--- config.mk ---
export PLATFORM = sky130hd
export DESIGN_NAME = pascal_subset_tokenizer_flat
export DESIGN_NICKNAME = d
export VERILOG_FILES = /design/src/pst_pkg.sv /design/src/pst_char_if.sv /design/src/pst_tok_if.sv /design/src/pst_kwmatch.sv /design/src/pst_lexer.sv /design/src/pst_outq.sv /design/src/pascal_subset_tokenizer.sv /design/src/flat_wrapper.sv
export SDC_FILE = /design/constraint.sdc
export NUM_CORES = 1
export LEC_CHECK = 0
export BUFFER_PORTS_ARGS = -buffer_cell sky130_fd_sc_hd__buf_4
export CORE_UTILIZATION = 50
export DETAILED_ROUTE_END_ITERATION = 6
export PLACE_DENSITY = 0.67
export SYNTH_ARGS = -nofsm -noshare
export SYNTH_HDL_FRONTEND = slang
export SYNTH_SLANG_ARGS = --single-unit
--- constraint.sdc ---
create_clock -name clk -period 7.8 [get_ports clk]
set_input_delay 0.39 -clock clk [delete_from_list [all_inputs] [get_ports clk]]
set_output_delay 0.39 -clock clk [all_outputs]
set_load 0.05 [all_outputs]
--- src/pst_pkg.sv ---
// Shared types, codes and keyword table for the Pascal-subset tokenizer.
`default_nettype none
package pst_pkg;

	localparam int PREFIX_DEPTH = 7;
	localparam int PW           = $clog2(PREFIX_DEPTH);
	localparam int KW_TOTAL     = 15;
	localparam int KW_BITS      = PREFIX_DEPTH * 8;
	localparam int QDEPTH       = 4;
	localparam int QPW          = $clog2(QDEPTH);

	localparam logic [7:0] CH_TAB = 8'h09;
	localparam logic [7:0] CH_LF  = 8'h0A;

	typedef enum logic [2:0] {
		M_IDLE, M_IDENT, M_NUMBER, M_BAR, M_AMP, M_LT, M_GT, M_COLON
	} mode_t;

	typedef enum logic [3:0] {
		TC_IDENT, TC_KEYWORD, TC_NUMBER, TC_ADD, TC_REL, TC_MUL, TC_SEMI, TC_PERIOD,
		TC_ASSIGN, TC_COLON, TC_COMMA, TC_LPAREN, TC_RPAREN, TC_END, TC_ERROR
	} tok_class_t;

	localparam logic [3:0] OP_PLUS  = 4'd0;
	localparam logic [3:0] OP_MINUS = 4'd1;
	localparam logic [3:0] OP_OR    = 4'd2;
	localparam logic [3:0] OP_EQ    = 4'd3;
	localparam logic [3:0] OP_NE    = 4'd4;
	localparam logic [3:0] OP_LE    = 4'd5;
	localparam logic [3:0] OP_LT    = 4'd6;
	localparam logic [3:0] OP_GT    = 4'd7;
	localparam logic [3:0] OP_GE    = 4'd8;
	localparam logic [3:0] OP_MUL   = 4'd9;
	localparam logic [3:0] OP_DIV   = 4'd10;
	localparam logic [3:0] OP_MOD   = 4'd11;
	localparam logic [3:0] OP_AND   = 4'd12;

	typedef struct packed {
		tok_class_t  cls;
		logic [3:0]  kw;
		logic [3:0]  op;
		logic [4:0]  len;
		logic        last;
	} tok_t;

	typedef struct packed {
		logic [1:0] n;
		tok_t       t0;
		tok_t       t1;
	} push_t;

	typedef struct packed {
		logic       hit;
		logic [3:0] idx;
	} kw_res_t;

	// first character in the top byte, zero padded
	localparam logic [KW_BITS-1:0] KW_TABLE [KW_TOTAL] = '{
		"program",
		{"var", 32'd0},
		"integer",
		{"char", 24'd0},
		{"begin", 16'd0},
		{"if", 40'd0},
		{"then", 24'd0},
		{"else", 24'd0},
		{"while", 16'd0},
		{"do", 40'd0},
		{"read", 24'd0},
		{"readln", 8'd0},
		{"write", 16'd0},
		"writeln",
		{"end", 32'd0}
	};

	function automatic tok_t mk_tok(input tok_class_t cls, input logic [3:0] op);
		tok_t t;
		t     = '0;
		t.cls = cls;
		t.op  = op;
		return t;
	endfunction

endpackage
`default_nettype wire

--- src/pst_char_if.sv ---
// Character input channel: valid/ready with character payload.
`default_nettype none
interface pst_char_if;
	logic       valid;
	logic       ready;
	logic [7:0] char_code;
	logic       end_of_text;

	modport source (output valid, output char_code, output end_of_text, input ready);
	modport sink (input valid, input char_code, input end_of_text, output ready);
endinterface
`default_nettype wire

--- src/pst_tok_if.sv ---
// Token output channel: valid/ready with token payload.
`default_nettype none
interface pst_tok_if;
	logic       valid;
	logic       ready;
	logic [3:0] token_class;
	logic [3:0] keyword_index;
	logic [3:0] operator_kind;
	logic [4:0] lexeme_length;
	logic       last_in_run;

	modport source (output valid, output token_class, output keyword_index,
		output operator_kind, output lexeme_length, output last_in_run, input ready);
	modport sink (input valid, input token_class, input keyword_index,
		input operator_kind, input lexeme_length, input last_in_run, output ready);
endinterface
`default_nettype wire

--- src/pst_kwmatch.sv ---
// Parallel keyword compare of the buffered word prefix against the fixed table.
`default_nettype none
module pst_kwmatch import pst_pkg::*; #(
	parameter int KEYWORD_COUNT = 15,
	parameter int CW            = 5
) (
	input  logic [PREFIX_DEPTH-1:0][7:0] prefix,
	input  logic [CW-1:0]                count,
	output kw_res_t                      kw
);

	logic [KW_BITS-1:0] word;
	logic               eligible;

	always_comb begin
		for (int j = 0; j < PREFIX_DEPTH; j++) begin
			word[KW_BITS-1-8*j -: 8] = (CW'(j) < count) ? prefix[j] : 8'd0;
		end
	end

	assign eligible = (count <= CW'(PREFIX_DEPTH));

	always_comb begin
		kw = '0;
		for (int i = KW_TOTAL - 1; i >= 0; i--) begin
			if (i < KEYWORD_COUNT && eligible && word == KW_TABLE[i]) begin
				kw.hit = 1'b1;
				kw.idx = 4'(i);
			end
		end
	end

endmodule
`default_nettype wire

--- src/pst_lexer.sv ---
// Input register, scanner state and token generation for one character.
`default_nettype none
module pst_lexer import pst_pkg::*; #(
	parameter int LEXEME_MAX = 29,
	parameter int CW         = 5
) (
	input  logic                        clk,
	input  logic                        arst_n,
	pst_char_if.sink                    chars,
	input  logic                        room,
	input  kw_res_t                     kw,
	output logic [PREFIX_DEPTH-1:0][7:0] prefix,
	output logic [CW-1:0]               count,
	output push_t                       push
);

	logic       valid_s1;
	logic [7:0] char_s1;
	logic       eot_s1;
	logic       advance;

	mode_t                        mode_q, mode_n;
	logic [CW-1:0]                cnt_q, cnt_n;
	logic [PREFIX_DEPTH-1:0][7:0] prefix_q;
	logic                         wr_en;
	logic [PW-1:0]                wr_idx;

	logic  is_let, is_dig;
	tok_t  word_tok;
	logic  idle_v, idle_start;
	tok_t  idle_tok;
	mode_t idle_mode;
	logic  first_v, sec_v, use_idle, app;
	tok_t  first_tok, sec_tok;

	assign advance     = valid_s1 & room;
	assign chars.ready = ~valid_s1 | room;

	always_ff @(posedge clk or negedge arst_n) begin
		if (!arst_n) begin
			valid_s1 <= 1'b0;
		end else if (chars.ready) begin
			valid_s1 <= chars.valid;
		end
	end

	always_ff @(posedge clk) begin
		if (chars.ready && chars.valid) begin
			char_s1 <= chars.char_code;
			eot_s1  <= chars.end_of_text;
		end
	end

	assign is_let = (char_s1 >= "a" && char_s1 <= "z") || (char_s1 >= "A" && char_s1 <= "Z");
	assign is_dig = (char_s1 >= "0" && char_s1 <= "9");

	always_comb begin
		word_tok     = '0;
		word_tok.len = 5'(cnt_q);
		if (mode_q == M_NUMBER) begin
			word_tok.cls = TC_NUMBER;
		end else if (kw.hit) begin
			word_tok.cls = TC_KEYWORD;
			word_tok.kw  = kw.idx;
		end else begin
			word_tok.cls = TC_IDENT;
		end
	end

	// character seen from the idle state
	always_comb begin
		idle_v     = 1'b1;
		idle_tok   = mk_tok(TC_END, OP_PLUS);
		idle_mode  = M_IDLE;
		idle_start = 1'b0;
		if (is_let) begin
			idle_v     = 1'b0;
			idle_mode  = M_IDENT;
			idle_start = 1'b1;
		end else if (is_dig) begin
			idle_v     = 1'b0;
			idle_mode  = M_NUMBER;
			idle_start = 1'b1;
		end else begin
			case (char_s1)
				" ", CH_TAB, CH_LF: idle_v = 1'b0;
				";": idle_tok = mk_tok(TC_SEMI, OP_PLUS);
				".": idle_tok = mk_tok(TC_PERIOD, OP_PLUS);
				",": idle_tok = mk_tok(TC_COMMA, OP_PLUS);
				"(": idle_tok = mk_tok(TC_LPAREN, OP_PLUS);
				")": idle_tok = mk_tok(TC_RPAREN, OP_PLUS);
				"+": idle_tok = mk_tok(TC_ADD, OP_PLUS);
				"-": idle_tok = mk_tok(TC_ADD, OP_MINUS);
				"=": idle_tok = mk_tok(TC_REL, OP_EQ);
				"*": idle_tok = mk_tok(TC_MUL, OP_MUL);
				"/": idle_tok = mk_tok(TC_MUL, OP_DIV);
				"%": idle_tok = mk_tok(TC_MUL, OP_MOD);
				":": begin
					idle_v    = 1'b0;
					idle_mode = M_COLON;
				end
				"<": begin
					idle_v    = 1'b0;
					idle_mode = M_LT;
				end
				">": begin
					idle_v    = 1'b0;
					idle_mode = M_GT;
				end
				"|": begin
					idle_v    = 1'b0;
					idle_mode = M_BAR;
				end
				"&": begin
					idle_v    = 1'b0;
					idle_mode = M_AMP;
				end
				default: ;
			endcase
		end
	end

	always_comb begin
		first_v   = 1'b0;
		first_tok = word_tok;
		use_idle  = 1'b0;
		app       = 1'b0;
		mode_n    = mode_q;
		cnt_n     = cnt_q;
		wr_en     = 1'b0;
		wr_idx    = '0;
		if (eot_s1) begin
			mode_n = M_IDLE;
			cnt_n  = '0;
			case (mode_q)
				M_IDENT, M_NUMBER: first_v = 1'b1;
				M_BAR, M_AMP: begin
					first_v   = 1'b1;
					first_tok = mk_tok(TC_ERROR, OP_PLUS);
				end
				M_LT: begin
					first_v   = 1'b1;
					first_tok = mk_tok(TC_REL, OP_LT);
				end
				M_GT: begin
					first_v   = 1'b1;
					first_tok = mk_tok(TC_REL, OP_GT);
				end
				M_COLON: begin
					first_v   = 1'b1;
					first_tok = mk_tok(TC_COLON, OP_PLUS);
				end
				default: ;
			endcase
		end else begin
			case (mode_q)
				M_IDENT: begin
					if (is_let || is_dig) begin
						app = 1'b1;
					end else begin
						first_v  = 1'b1;
						use_idle = 1'b1;
					end
				end
				M_NUMBER: begin
					if (is_dig) begin
						app = 1'b1;
					end else begin
						first_v  = 1'b1;
						use_idle = 1'b1;
					end
				end
				M_BAR: begin
					first_v = 1'b1;
					mode_n  = M_IDLE;
					if (char_s1 == "|") begin
						first_tok = mk_tok(TC_ADD, OP_OR);
					end else begin
						first_tok = mk_tok(TC_ERROR, OP_PLUS);
						use_idle  = 1'b1;
					end
				end
				M_AMP: begin
					first_v = 1'b1;
					mode_n  = M_IDLE;
					if (char_s1 == "&") begin
						first_tok = mk_tok(TC_MUL, OP_AND);
					end else begin
						first_tok = mk_tok(TC_ERROR, OP_PLUS);
						use_idle  = 1'b1;
					end
				end
				M_LT: begin
					first_v = 1'b1;
					mode_n  = M_IDLE;
					if (char_s1 == ">") begin
						first_tok = mk_tok(TC_REL, OP_NE);
					end else if (char_s1 == "=") begin
						first_tok = mk_tok(TC_REL, OP_LE);
					end else begin
						first_tok = mk_tok(TC_REL, OP_LT);
						use_idle  = 1'b1;
					end
				end
				M_GT: begin
					first_v = 1'b1;
					mode_n  = M_IDLE;
					if (char_s1 == "=") begin
						first_tok = mk_tok(TC_REL, OP_GE);
					end else begin
						first_tok = mk_tok(TC_REL, OP_GT);
						use_idle  = 1'b1;
					end
				end
				M_COLON: begin
					first_v = 1'b1;
					mode_n  = M_IDLE;
					if (char_s1 == "=") begin
						first_tok = mk_tok(TC_ASSIGN, OP_PLUS);
					end else begin
						first_tok = mk_tok(TC_COLON, OP_PLUS);
						use_idle  = 1'b1;
					end
				end
				default: use_idle = 1'b1;
			endcase
		end
		if (use_idle) begin
			mode_n = idle_mode;
			if (idle_start) begin
				cnt_n  = CW'(1);
				wr_en  = 1'b1;
				wr_idx = '0;
			end
		end
		if (app) begin
			if (cnt_q < CW'(PREFIX_DEPTH)) begin
				wr_en  = 1'b1;
				wr_idx = cnt_q[PW-1:0];
			end
			if (cnt_q < CW'(LEXEME_MAX)) begin
				cnt_n = cnt_q + CW'(1);
			end
		end
	end

	always_comb begin
		sec_v   = eot_s1 | (use_idle & idle_v);
		sec_tok = eot_s1 ? mk_tok(TC_END, OP_PLUS) : idle_tok;
		push    = '0;
		if (first_v) begin
			push.t0 = first_tok;
			push.t1 = sec_tok;
			push.n  = sec_v ? 2'd2 : 2'd1;
		end else begin
			push.t0 = sec_tok;
			push.n  = sec_v ? 2'd1 : 2'd0;
		end
		if (push.n == 2'd2) begin
			push.t1.last = 1'b1;
		end else begin
			push.t0.last = 1'b1;
		end
		if (!advance) begin
			push.n = 2'd0;
		end
	end

	always_ff @(posedge clk or negedge arst_n) begin
		if (!arst_n) begin
			mode_q <= M_IDLE;
			cnt_q  <= '0;
		end else if (advance) begin
			mode_q <= mode_n;
			cnt_q  <= cnt_n;
		end
	end

	always_ff @(posedge clk) begin
		if (advance && wr_en) begin
			prefix_q[wr_idx] <= char_s1;
		end
	end

	assign prefix = prefix_q;
	assign count  = cnt_q;

`ifndef ASSERT_OFF
	a_eot_clears: assert property (@(posedge clk) disable iff (!arst_n)
		advance && eot_s1 |=> mode_q == M_IDLE && cnt_q == '0)
		else $error("state not cleared after end of text");
	a_last_mark: assert property (@(posedge clk) disable iff (!arst_n)
		push.n == 2'd2 |-> push.t1.last && !push.t0.last)
		else $error("last_in_run on wrong token of a pair");
	a_hold_s1: assert property (@(posedge clk) disable iff (!arst_n)
		valid_s1 && !room |=> valid_s1 && $stable(char_s1) && $stable(eot_s1))
		else $error("input register lost a stalled character");
`endif

endmodule
`default_nettype wire

--- src/pst_outq.sv ---
// Four-entry token queue: takes up to two tokens per cycle, hands out one.
`default_nettype none
module pst_outq import pst_pkg::*; (
	input  logic       clk,
	input  logic       arst_n,
	input  push_t      push,
	output logic       room,
	pst_tok_if.source  tokens
);

	tok_t             mem_q [QDEPTH];
	logic [QPW-1:0]   head_q, tail_q;
	logic [QPW:0]     cnt_q;
	logic             pop;
	tok_t             head_tok;

	assign pop  = tokens.valid & tokens.ready;
	assign room = (cnt_q <= (QPW+1)'(QDEPTH - 2));

	always_ff @(posedge clk) begin
		if (push.n != 2'd0) begin
			mem_q[tail_q] <= push.t0;
		end
		if (push.n == 2'd2) begin
			mem_q[tail_q + QPW'(1)] <= push.t1;
		end
	end

	always_ff @(posedge clk or negedge arst_n) begin
		if (!arst_n) begin
			head_q <= '0;
			tail_q <= '0;
			cnt_q  <= '0;
		end else begin
			if (pop) begin
				head_q <= head_q + QPW'(1);
			end
			tail_q <= tail_q + QPW'(push.n);
			cnt_q  <= cnt_q + (QPW+1)'(push.n) - (QPW+1)'(pop);
		end
	end

	assign head_tok             = mem_q[head_q];
	assign tokens.valid         = (cnt_q != '0);
	assign tokens.token_class   = head_tok.cls;
	assign tokens.keyword_index = head_tok.kw;
	assign tokens.operator_kind = head_tok.op;
	assign tokens.lexeme_length = head_tok.len;
	assign tokens.last_in_run   = head_tok.last;

`ifndef ASSERT_OFF
	a_cnt_bound: assert property (@(posedge clk) disable iff (!arst_n)
		cnt_q <= (QPW+1)'(QDEPTH))
		else $error("token queue overflow");
	a_push_room: assert property (@(posedge clk) disable iff (!arst_n)
		push.n != 2'd0 |-> cnt_q <= (QPW+1)'(QDEPTH - 2))
		else $error("push without room");
	a_cnt_hold: assert property (@(posedge clk) disable iff (!arst_n)
		push.n == 2'd0 && !pop |=> $stable(cnt_q))
		else $error("queue count moved without a transfer");
`endif

endmodule
`default_nettype wire

--- src/pascal_subset_tokenizer.sv ---
// A character's first token passes the input register, then the token queue, before output.
// Throughput: one character per cycle; a character that makes two tokens enqueues both
// at once, and input stalls while the four-entry token queue holds more than two.
// Reset (arst_n low): scanner returns to idle with zero count, queue empties; the word
// prefix buffer is not cleared and needs no clearing pass.
`default_nettype none
module pascal_subset_tokenizer import pst_pkg::*; #(
	parameter int LEXEME_MAX    = 29,
	parameter int KEYWORD_COUNT = 15
) (
	input  logic      clk,
	input  logic      arst_n,
	pst_char_if.sink  chars,
	pst_tok_if.source tokens
);

	localparam int CW = $clog2(LEXEME_MAX + 1);

	logic [PREFIX_DEPTH-1:0][7:0] prefix;
	logic [CW-1:0]                count;
	kw_res_t                      kw;
	push_t                        push;
	logic                         room;

	pst_lexer #(
		.LEXEME_MAX (LEXEME_MAX),
		.CW         (CW)
	) u_lexer (
		.clk    (clk),
		.arst_n (arst_n),
		.chars  (chars),
		.room   (room),
		.kw     (kw),
		.prefix (prefix),
		.count  (count),
		.push   (push)
	);

	pst_kwmatch #(
		.KEYWORD_COUNT (KEYWORD_COUNT),
		.CW            (CW)
	) u_kwmatch (
		.prefix (prefix),
		.count  (count),
		.kw     (kw)
	);

	pst_outq u_outq (
		.clk    (clk),
		.arst_n (arst_n),
		.push   (push),
		.room   (room),
		.tokens (tokens)
	);

endmodule
`default_nettype wire
--- src/flat_wrapper.sv ---
// flat-port wrapper written by rule: the top's interface ports become plain ports
module pascal_subset_tokenizer_flat import pst_pkg::*;
#(
	parameter int LEXEME_MAX    = 29,
	parameter int KEYWORD_COUNT = 15
)
  (clk, arst_n, chars_valid, chars_char_code, chars_end_of_text, chars_ready, tokens_valid, tokens_token_class, tokens_keyword_index, tokens_operator_kind, tokens_lexeme_length, tokens_last_in_run, tokens_ready);
  pst_char_if chars_i ();
  pst_tok_if tokens_i ();
  input  logic clk;
  input  logic arst_n;
  input wire logic [$bits(chars_i.valid)-1:0] chars_valid;
  input wire logic [$bits(chars_i.char_code)-1:0] chars_char_code;
  input wire logic [$bits(chars_i.end_of_text)-1:0] chars_end_of_text;
  output wire logic [$bits(chars_i.ready)-1:0] chars_ready;
  output wire logic [$bits(tokens_i.valid)-1:0] tokens_valid;
  output wire logic [$bits(tokens_i.token_class)-1:0] tokens_token_class;
  output wire logic [$bits(tokens_i.keyword_index)-1:0] tokens_keyword_index;
  output wire logic [$bits(tokens_i.operator_kind)-1:0] tokens_operator_kind;
  output wire logic [$bits(tokens_i.lexeme_length)-1:0] tokens_lexeme_length;
  output wire logic [$bits(tokens_i.last_in_run)-1:0] tokens_last_in_run;
  input wire logic [$bits(tokens_i.ready)-1:0] tokens_ready;
  assign chars_i.valid = chars_valid;
  assign chars_i.char_code = chars_char_code;
  assign chars_i.end_of_text = chars_end_of_text;
  assign chars_ready = chars_i.ready;
  assign tokens_valid = tokens_i.valid;
  assign tokens_token_class = tokens_i.token_class;
  assign tokens_keyword_index = tokens_i.keyword_index;
  assign tokens_operator_kind = tokens_i.operator_kind;
  assign tokens_lexeme_length = tokens_i.lexeme_length;
  assign tokens_last_in_run = tokens_i.last_in_run;
  assign tokens_i.ready = tokens_ready;
  pascal_subset_tokenizer #(.LEXEME_MAX(LEXEME_MAX), .KEYWORD_COUNT(KEYWORD_COUNT)) u_core (.clk(clk), .arst_n(arst_n), .chars(chars_i), .tokens(tokens_i));
endmodule
==> results.cfg, run 1 <==
[status]
status = completed

[clock_network]
ctsHtreeMaxLevel = 4
clkSinkCount = 153
cts_root_buf = clkbuf_16
cts_inserted_buffers = 17
clk_latency_ns = 0.44
ctsLongestPathBuffers = 2
post_cts_buffers = 0
clk_pin_slew_worst_paths_ns = 0.06
cts_tree = built

[timing]
finalCritPeriodShare = 0.731
finalSetupViolCount = 0
slew_headroom = 0.224
tightest_slew_ns = 1.16
fmax_ghz = 0.175
drv_slew = 0
post-route-min-period_ns = 5.70
rsz0062_at_grt = false
skew_ns = 0.0117
hold_viol_final = 0
finalSetupTns_ns = 0

[yosys]
synth_top_family_by_area = simple AND/OR/NAND/NOR gates
synth_most_common_cell = edfxtp_1
synth_edf_count = 97
synth_xor_area_frac = 0.00972
synth-simple-area-share = 0.215
yosysTopAreaCell = edfxtp_1
ys_seq_elements = 153
yosys-top-cells-area = edfxtp_1 36%, dfxtp_1 9.9%, mux4_2 5.0%, dfrtp_1 4.9%, nand2_1 3.3%
yosysWarnings = 0
synth-adder-area-share = 0.0145
synthTopCellsByCount = 97 x edfxtp_1, 72 x nand2_1, 50 x nor2_1
ys_types = 80
ys.flop_type = edfxtp_1
synthMuxAreaShare = 0.0537
synth_compound_area_frac = 0.167
synth_top_cell_area_share = 0.359
synthCells = 761
ys_async_sr_fraction = 0.105
syn_nets = 782
ys_seq_area_frac = 0.507
synth.avg_cell_area_sq_um = 10.7
netlist_area_sq_um = 8110

[place]
place.gp.congestion = 0.938
io_buffers = 32
hpwl_mm = 16.3

[global_route]
globalRouteOverflowTotal = 0
grtUsageTotal = 0.274
grt_pass1_wl_mm = 34.2
grt_max_degree = 31
grt_pass1_vias = 6191
antenna_found_initial = 0

[die]
initial_core_util = 0.510
io_pins = 33
coreArea_sq_um = 15900
fp.dieH_um = 129
chipWidth_um = 129
num_rows = 46
die_area_sq_um = 16700

[layout]
layout-drive-gt1-share = 0.129
regArea_sq_um = 4110
antenna_cells = 0
fin_nets = 789
area_growth_pct = 11.2
n_fill_cell = 1361
multi_input_area_sq_um = 3720

[power]
p_leak_nw = 2.94
powerDensity_nw_per_um2 = 308
p_total_w = 0.00277
peakVddDrop_uv = 277

[detailed_routing]
viasPerCell = 6.66
routedWlPerCell_um = 21.9
drc = 0
vias = 6639
antenna_left = 0
routed_wl_mm = 21.9
first_pass_iters = 5
drt_iter0_markers = 907

[setup_path]
cp-end-kind = flop
critPathLaunchType = flop
cp.arrival_ns = 5.81
critPathMaxFanout = 30
worstSetupPathType = flop to flop
required_ns = 7.91

[flow_run]
max_cap_viol_count = 0

[min_path]
worst_hold_path_type = input port to flop
critical path: stages (launching register included):
cell and delay (ns):
edfxtp_1 0.94, nor3_1 0.16, a221oi_2 0.46, nand2_1 0.14, o21bai_1 0.83, inv_1 0.52, ha_1 0.61, o21ai_1 0.22
nor3_1 0.75, nor2_1 0.39, inv_1 0.35
power breakdown:
group	switching (W)	internal, W	total [W]
clock	0.000348	0.000442	0.000789
combinational	0.000550	0.000301	0.000851
sequential	0.000150	0.000981	0.00113
total	0.00105	0.00172	0.00277
final timing paths:
check	from	endpoint	slack, ns	cells past startpoint
min in group asynchronous	arst_n	u_core.u_outq.cnt_q[1]$_DFF_PN0_	0.35	2
max in group asynchronous	arst_n	u_core.u_lexer.count[4]$_DFFE_PN0P_	7.25	2
setup reg to reg	u_core.u_lexer.char_s1[0]$_DFFE_PP_	u_core.u_outq.mem_q[0][0]$_DFFE_PP_	2.10	10
setup / recovery	u_core.u_lexer.char_s1[0]$_DFFE_PP_	u_core.u_outq.mem_q[0][0]$_DFFE_PP_	2.10	10
hold reg to reg	u_core.u_outq.mem_q[1][10]$_SDFFE_PP0P_	u_core.u_outq.mem_q[1][10]$_SDFFE_PP0P_	0.46	2
hold / removal	chars_end_of_text	u_core.u_lexer.eot_s1$_DFFE_PP_	0.13	1
registers in the layout, summed over array words and instances (netlist names), 2 cells and up:
signal / count
u_core.u_outq.mem_q: 72
u_core.u_lexer.prefix: 56
u_core.u_lexer.char_s1: 8
u_core.u_lexer.count: 5
u_core.u_lexer.mode_q: 3
u_core.u_outq.cnt_q: 3
u_core.u_outq.head_q: 2
u_core.u_outq.tail_q: 2
cells in the final DEF, fill, tap and decap left out, types with 9 or more instances in the layout:
cell type,netlist,routed
nor2b_1,11,11
nand2b_1,12,12
o22ai_1,20,20
nor2_1,50,50
inv_1,17,17
nor4_1,25,25
nand3_1,26,26
edfxtp_1,97,97
nand4_1,23,23
a32o_1,23,23
nand2_1,72,72
or3_1,11,11
mux4_2,18,18
nor3b_1,9,9
clkbuf_16,0,18
buf_4,0,35
dfxtp_1,40,40
a21oi_1,21,21
nor3_1,31,31
o21ai_0,44,44
dfrtp_1,16,16
timing repair:
| action | in CTS | in global routing |
|---|---|---|
| endpoints found under the hold margin | 16 | 0 |
| resized for setup | 0 | 0 |
| hold buffers | 1 | 0 |
kinds of logic (layout without fill, tap and decap cells):
kind of cell	after synthesis	in the layout
xor gates and xnor gates	9	9
AOI/OAI and AO/OA	184	184
and+or+nand+nor	320	320
buffers and inverters	65	85
muxes	21	21
adders and majority gates	9	9
DFF	153	153
layer usage:
| layer | part of all wire | vias to the layer above | global-route usage |
|---|---|---|---|
| li1 | - | 3037 | - |
| met1 | 0.44 | 3249 | 0.370 |
| met2 | 0.47 | 308 | 0.432 |
| met3 | 0.067 | 45 | 0.0644 |
| met4 | 0.020 | 0 | 0.100 |
| met5 | 0 | - | 0 |
layout make-up:
cell class                 instances  share of cell area
clock buffer                      19              0.0515
clock inverter                    13              0.0114
multi-input combinational        543               0.413
sequential                       153               0.456
inverter                          17             0.00708
tap                              216              0.0300
timing repair buffer              36              0.0303
through the flow:
| stage | setup slack [ns] | hold WS (ns) | utilization | instances | area, sq um |
|---|---|---|---|---|---|
| final | 2.10 | 0.133 | 0.567 | 997 | 9010 |
| after global routing | 1.60 | 0.117 | 0.567 | 997 | 9010 |
| after CTS | 2.26 | 0.120 | 0.567 | 997 | 9010 |
| after detailed placement | 2.26 | 0.267 | 0.531 | 964 | 8440 |
| after global placement | 2.54 | 0.261 | 0.531 | 964 | 8440 |
| after floorplan | 3.84 | 0.0944 | - | 761 | 8110 |
Power figures use the tool's default switching activity.
==> inputs of run 2 (changes only) <==
==> constraint.sdc (replaced) <==
create_clock -name clk -period 5.9 [get_ports clk]
set_input_delay 0.295 -clock clk [delete_from_list [all_inputs] [get_ports clk]]
set_output_delay 0.295 -clock clk [all_outputs]
set_load 0.05 [all_outputs]
==> results.cfg, run 2 (same netlist as run 1, synthesis figures left out) <==
[status]
status = completed

[clock_network]
cts_tree = built
clk_latency_ns = 0.45
clkSinkCount = 153
post_cts_buffers = 0
cts_inserted_buffers = 17
ctsLongestPathBuffers = 2
cts_root_buf = clkbuf_16
clk_pin_slew_worst_paths_ns = 0.07
ctsHtreeMaxLevel = 4

[setup_path]
reg2reg_slack_ns = 0.87
r2r_end = u_core.u_outq.mem_q[0][16]$_DFFE_PP_
critPathBufInv = 1
worst_r2r_startpoint = u_core.u_lexer.char_s1[4]$_DFFE_PP_
rr_worst_depth = 10
crit_chain = nand3b_1 -> nor3_1 -> o32a_1 -> nand3_1 -> a41o_1 -> ha_1 -> o21ai_1 -> nor3_1 -> nor2_1 -> inv_1
cp-end-kind = flop
path_delay_family = simple AND/OR/NAND/NOR gates
cp_slowest_cell = edfxtp_1
slowest_delay_ns = 0.87
required_ns = 6.01
critPathLaunchType = flop
path_common_cell = nor3_1
cp.arrival_ns = 5.14
critPathMaxFanout = 27
worstSetupPathType = flop to flop

[timing]
rsz0062_at_grt = false
skew_ns = 0.0148
post-route-min-period_ns = 5.03
finalSetupViolCount = 0
tightest_slew_ns = 1.20
finalCritPeriodShare = 0.852
finalSetupTns_ns = 0
drv_slew = 0
slew_headroom = 0.195
hold_viol_final = 0
fmax_ghz = 0.199
whs_ns = 0.0344

[power]
p_leak_nw = 2.97
peakVddDrop_uv = 338
powerDensity_nw_per_um2 = 410

[detailed_routing]
first_pass_iters = 5
routed_wl_mm = 22.2
antenna_left = 0
drt_iter0_markers = 634
vias = 6580
drc = 0
routedWlPerCell_um = 22.2
viasPerCell = 6.58

[die]
die_area_sq_um = 16700
coreArea_sq_um = 15900
fp.dieH_um = 129
io_pins = 33
initial_core_util = 0.510
num_rows = 46
chipWidth_um = 129

[global_route]
grtUsageTotal = 0.279
grt_pass1_vias = 6200
antenna_found_initial = 0
grt_max_degree = 31
grt_pass1_wl_mm = 34.8
globalRouteOverflowTotal = 0

[layout]
final_cell_mix = 97 x edfxtp_1, 72 x nand2_1, 50 x nor2_1, 44 x o21ai_0, 40 x dfxtp_1
largest_reg_flops = 72
n_fill_cell = 1393
mostFrequentLayoutCell = edfxtp_1
antenna_cells = 0
layout-drive-gt1-share = 0.133
fin_nets = 792
registers.top_by_ff_count = u_core.u_outq.mem_q
area_growth_pct = 11.8

[place]
hpwl_mm = 16.6
place.gp.congestion = 0.906
io_buffers = 32

[flow_run]
max_cap_viol_count = 0

[min_path]
hold_depth = 1
hp-start = chars_char_code[7]
holdPathEnd = u_core.u_lexer.char_s1[7]$_DFFE_PP_
worst_hold_path_type = input port to flop
## run 2: cell types whose count changed in the layout (fill, tap and decap cells not counted), sizes merged
cell	previous run	this run
clkinvlp	1	0
clkbuf	19	18
buf	35	38
inv	26	28
## run 2: worst max-delay path by stage
stage	end	slack, ns	cells after the start	startpoint
finish	u_core.u_outq.mem_q[0][16]$_DFFE_PP_	0.87	10	u_core.u_lexer.char_s1[4]$_DFFE_PP_
global route	u_core.u_outq.mem_q[0][14]$_DFFE_PP_	0.36	10	u_core.u_lexer.char_s1[4]$_DFFE_PP_
CTS	u_core.u_outq.mem_q[0][14]$_DFFE_PP_	0.96	10	u_core.u_lexer.char_s1[4]$_DFFE_PP_
detailed placement	u_core.u_outq.mem_q[0][16]$_DFFE_PP_	0.95	10	u_core.u_lexer.char_s1[4]$_DFFE_PP_
global placement	u_core.u_outq.mem_q[0][16]$_DFFE_PP_	1.22	11	u_core.u_lexer.char_s1[2]$_DFFE_PP_
floorplan	u_core.u_outq.mem_q[0][0]$_DFFE_PP_	1.94	15	u_core.u_lexer.char_s1[3]$_DFFE_PP_
## run 2: final cells by class
class                      count  area [sq um]  share of cell area
sequential                   153          4110               0.454
multi-input combinational    543          3720               0.411
clock buffer                  18           450              0.0497
timing repair buffer          39           295              0.0326
tap                          216           270              0.0298
clock inverter                14           145              0.0160
inverter                      17          63.8             0.00704
## run 2: layer usage
layer,track usage,share of wire,vias to the layer above
met3,0.0524,0.054,34
li1,-,-,3027
met1,0.384,0.45,3281
met5,0,0,-
met2,0.446,0.48,238
met4,0.0927,0.018,0
## run 2: power breakdown
part           switching [W]  leakage (nW)  internal, W  total [W]
Clock               0.000494         0.295     0.000588    0.00108
Combinational       0.000750          1.26     0.000404    0.00115
Sequential          0.000186          1.41      0.00130    0.00148
## run 2: through the flow
step / util / setup slack [ns] / area, sq um / std cells / power [W]
global route: 0.571 / 0.364 / 9060 / 1000 / 0.00390
finish: 0.571 / 0.870 / 9060 / 1000 / 0.00372
detailed placement: 0.532 / 0.955 / 8460 / 967 / 0.00265
global placement: 0.532 / 1.22 / 8460 / 967 / 0.00262
floorplan: - / 1.94 / 8110 / 761 / 0.00233
CTS: 0.571 / 0.961 / 9060 / 1000 / 0.00372
## run 2: repair_timing
item	in CTS	in global routing
hold buffers	1	0
gates resized for setup	0	0
endpoints found under the hold margin	16	0
## run 2: worst register-to-register path, delay by kind of cell, from the launching register on
| family | cells | cell delay (ns) |
|---|---|---|
| simple gates | 5 | 2.22 |
| flops | 1 | 0.87 |
| compound gates | 3 | 0.78 |
| fa+ha+maj | 1 | 0.46 |
| buf+inv | 1 | 0.37 |
==> inputs of run 3 (changes only) <==
--- a/config.mk
+++ b/config.mk
@@ -5,9 +5,12 @@
 export SDC_FILE = /design/constraint.sdc
 export NUM_CORES = 1
 export LEC_CHECK = 0
+export ABC_CLOCK_PERIOD_IN_PS = 5900
 export BUFFER_PORTS_ARGS = -buffer_cell sky130_fd_sc_hd__buf_4
 export CORE_UTILIZATION = 50
+export CTS_CLUSTER_SIZE = 16
 export DETAILED_ROUTE_END_ITERATION = 6
+export GPL_TIMING_DRIVEN = 0
 export PLACE_DENSITY = 0.67
 export SYNTH_ARGS = -nofsm -noshare
 export SYNTH_HDL_FRONTEND = slang
==> results.cfg, run 3 (same netlist as run 1, synthesis figures left out) <==
[min_path]
worst_hold_path_type = input port to flop
hold_depth = 1

[layout]
final_cell_mix = 97 x edfxtp_1, 72 x nand2_1, 50 x nor2_1, 44 x o21ai_0, 40 x dfxtp_1
multi_input_area_sq_um = 3730
area_growth_pct = 13.7
antenna_cells = 0
fin_area_sq_um = 9220
regArea_sq_um = 4110
registers.top_by_ff_count = u_core.u_outq.mem_q
fin_nets = 835
layout-drive-gt1-share = 0.132
n_fill_cell = 1372
mostFrequentLayoutCell = edfxtp_1
largest_reg_flops = 72
fin_util = 0.580

[clock_network]
clk_pin_slew_worst_paths_ns = 0.06
cts_inserted_buffers = 17
clkSinkCount = 153
cts_root_buf = clkbuf_16
cts_resized = 0
clk_latency_ns = 0.43
ctsLongestPathBuffers = 2
ctsHtreeMaxLevel = 4
cts_tree = built

[detailed_routing]
drt_iter0_markers = 863
routedWlPerCell_um = 22.0
routed_wl_mm = 23.0
antenna_left = 0
viasPerCell = 6.62
first_pass_iters = 7
drc = 0
vias = 6909

[global_route]
antenna_found_initial = 0
globalRouteOverflowTotal = 0
grtUsageTotal = 0.284
grt_max_degree = 17
grt_pass1_vias = 6547
grt_pass1_wl_mm = 35.5

[place]
place.gp.congestion = 0.967
io_buffers = 32
hpwl_mm = 17.0
dp_slack_ns = 0.581
detailed_place.area_sq_um = 8630

[timing]
finalSetupViolCount = 0
rsz0062_at_grt = false
finalSetupTns_ns = 0
slew_headroom = 0.283
tightest_slew_ns = 1.07
finalCritPeriodShare = 0.929
drv_slew = 0
whs_ns = 0.0388
skew_ns = 0.00952
hold_viol_final = 0
fmax_ghz = 0.182
fin_ws_ns = 0.418
post-route-min-period_ns = 5.48

[setup_path]
rr_worst_depth = 14
critPathMaxFanout = 10
cp-end-kind = flop
worstSetupPathType = flop to flop
reg2reg_slack_ns = 0.42
required_ns = 6.00
critPathLaunchType = flop
cp.arrival_ns = 5.58

[power]
peakVddDrop_uv = 206
p_leak_nw = 3.03
powerDensity_nw_per_um2 = 410

[die]
io_pins = 33
die_area_sq_um = 16700
fp.dieH_um = 129
chipWidth_um = 129
num_rows = 46
coreArea_sq_um = 15900
initial_core_util = 0.510

[flow_run]
max_cap_viol_count = 0

[status]
status = completed
==> run 3: path summary, 6_finish.rpt <==
| path | from | end |
|---|---|---|
| worst max-delay path | u_core.u_lexer.char_s1[6]$_DFFE_PP_ | u_core.u_outq.mem_q[0][14]$_DFFE_PP_ |
| max in group asynchronous | arst_n | u_core.u_lexer.count[0]$_DFFE_PN0P_ |
| worst min register to register | u_core.u_outq.mem_q[1][12]$_SDFFE_PP0P_ | u_core.u_outq.mem_q[1][12]$_SDFFE_PP0P_ |
| worst min-delay path | chars_char_code[7] | u_core.u_lexer.char_s1[7]$_DFFE_PP_ |
| min in group asynchronous | arst_n | u_core.u_outq.head_q[0]$_DFFE_PN0P_ |
| worst max register to register | u_core.u_lexer.char_s1[6]$_DFFE_PP_ | u_core.u_outq.mem_q[0][14]$_DFFE_PP_ |
==> run 3: critical path: stages, from the launching register on <==
cell and delay, ns:
edfxtp_1 0.59, buf_2 0.28, nor3b_1 0.63, nand3_1 0.34, nand2_1 0.15, o32a_1 0.17, nand3_1 0.16, a41o_1 0.32
ha_1 0.29, clkbuf_1 0.31, o21ai_1 0.25, nor3_1 0.85, nor2_1 0.13, clkbuf_1 0.32, inv_1 0.36
==> run 3: cell type report <==
type	count	area share
clock inverter	15	0.0170
clock buffer	17	0.0461
multi-input combinational	543	0.405
buffer	48	0.0223
timing repair buffer	34	0.0275
tap	216	0.0293
inverter	17	0.00692
sequential	153	0.446
==> run 3: what timing repair did <==
action,4_1_cts,5_1_grt
buffers inserted,0,0
endpoints found under the setup margin,0,0
hold endpoints to repair,16,0
hold buffers,1,0
==> run 3: stage by stage <==
step	std cells	total power, W
finish	1043	0.00378
global route	1043	0.00395
CTS	1042	0.00378
detailed placement	1009	0.00272
global placement	1009	0.00269
floorplan	761	0.00233
==> run 3: power breakdown <==
| group | switching, W | internal (W) | leakage [nW] |
|---|---|---|---|
| registers | 0.000101 | 0.00130 | 1.41 |
| clock network | 0.000473 | 0.000595 | 0.280 |
| logic | 0.000891 | 0.000427 | 1.33 |
| total | 0.00146 | 0.00232 | 3.03 |
==> run 3: per-layer routing <==
layer,up-vias,GRT usage,part of all wire
li1,3125,-,-
met1,3383,0.372,0.43
met2,352,0.467,0.48
met3,49,0.0504,0.068
met4,0,0.113,0.023
met5,-,0,0
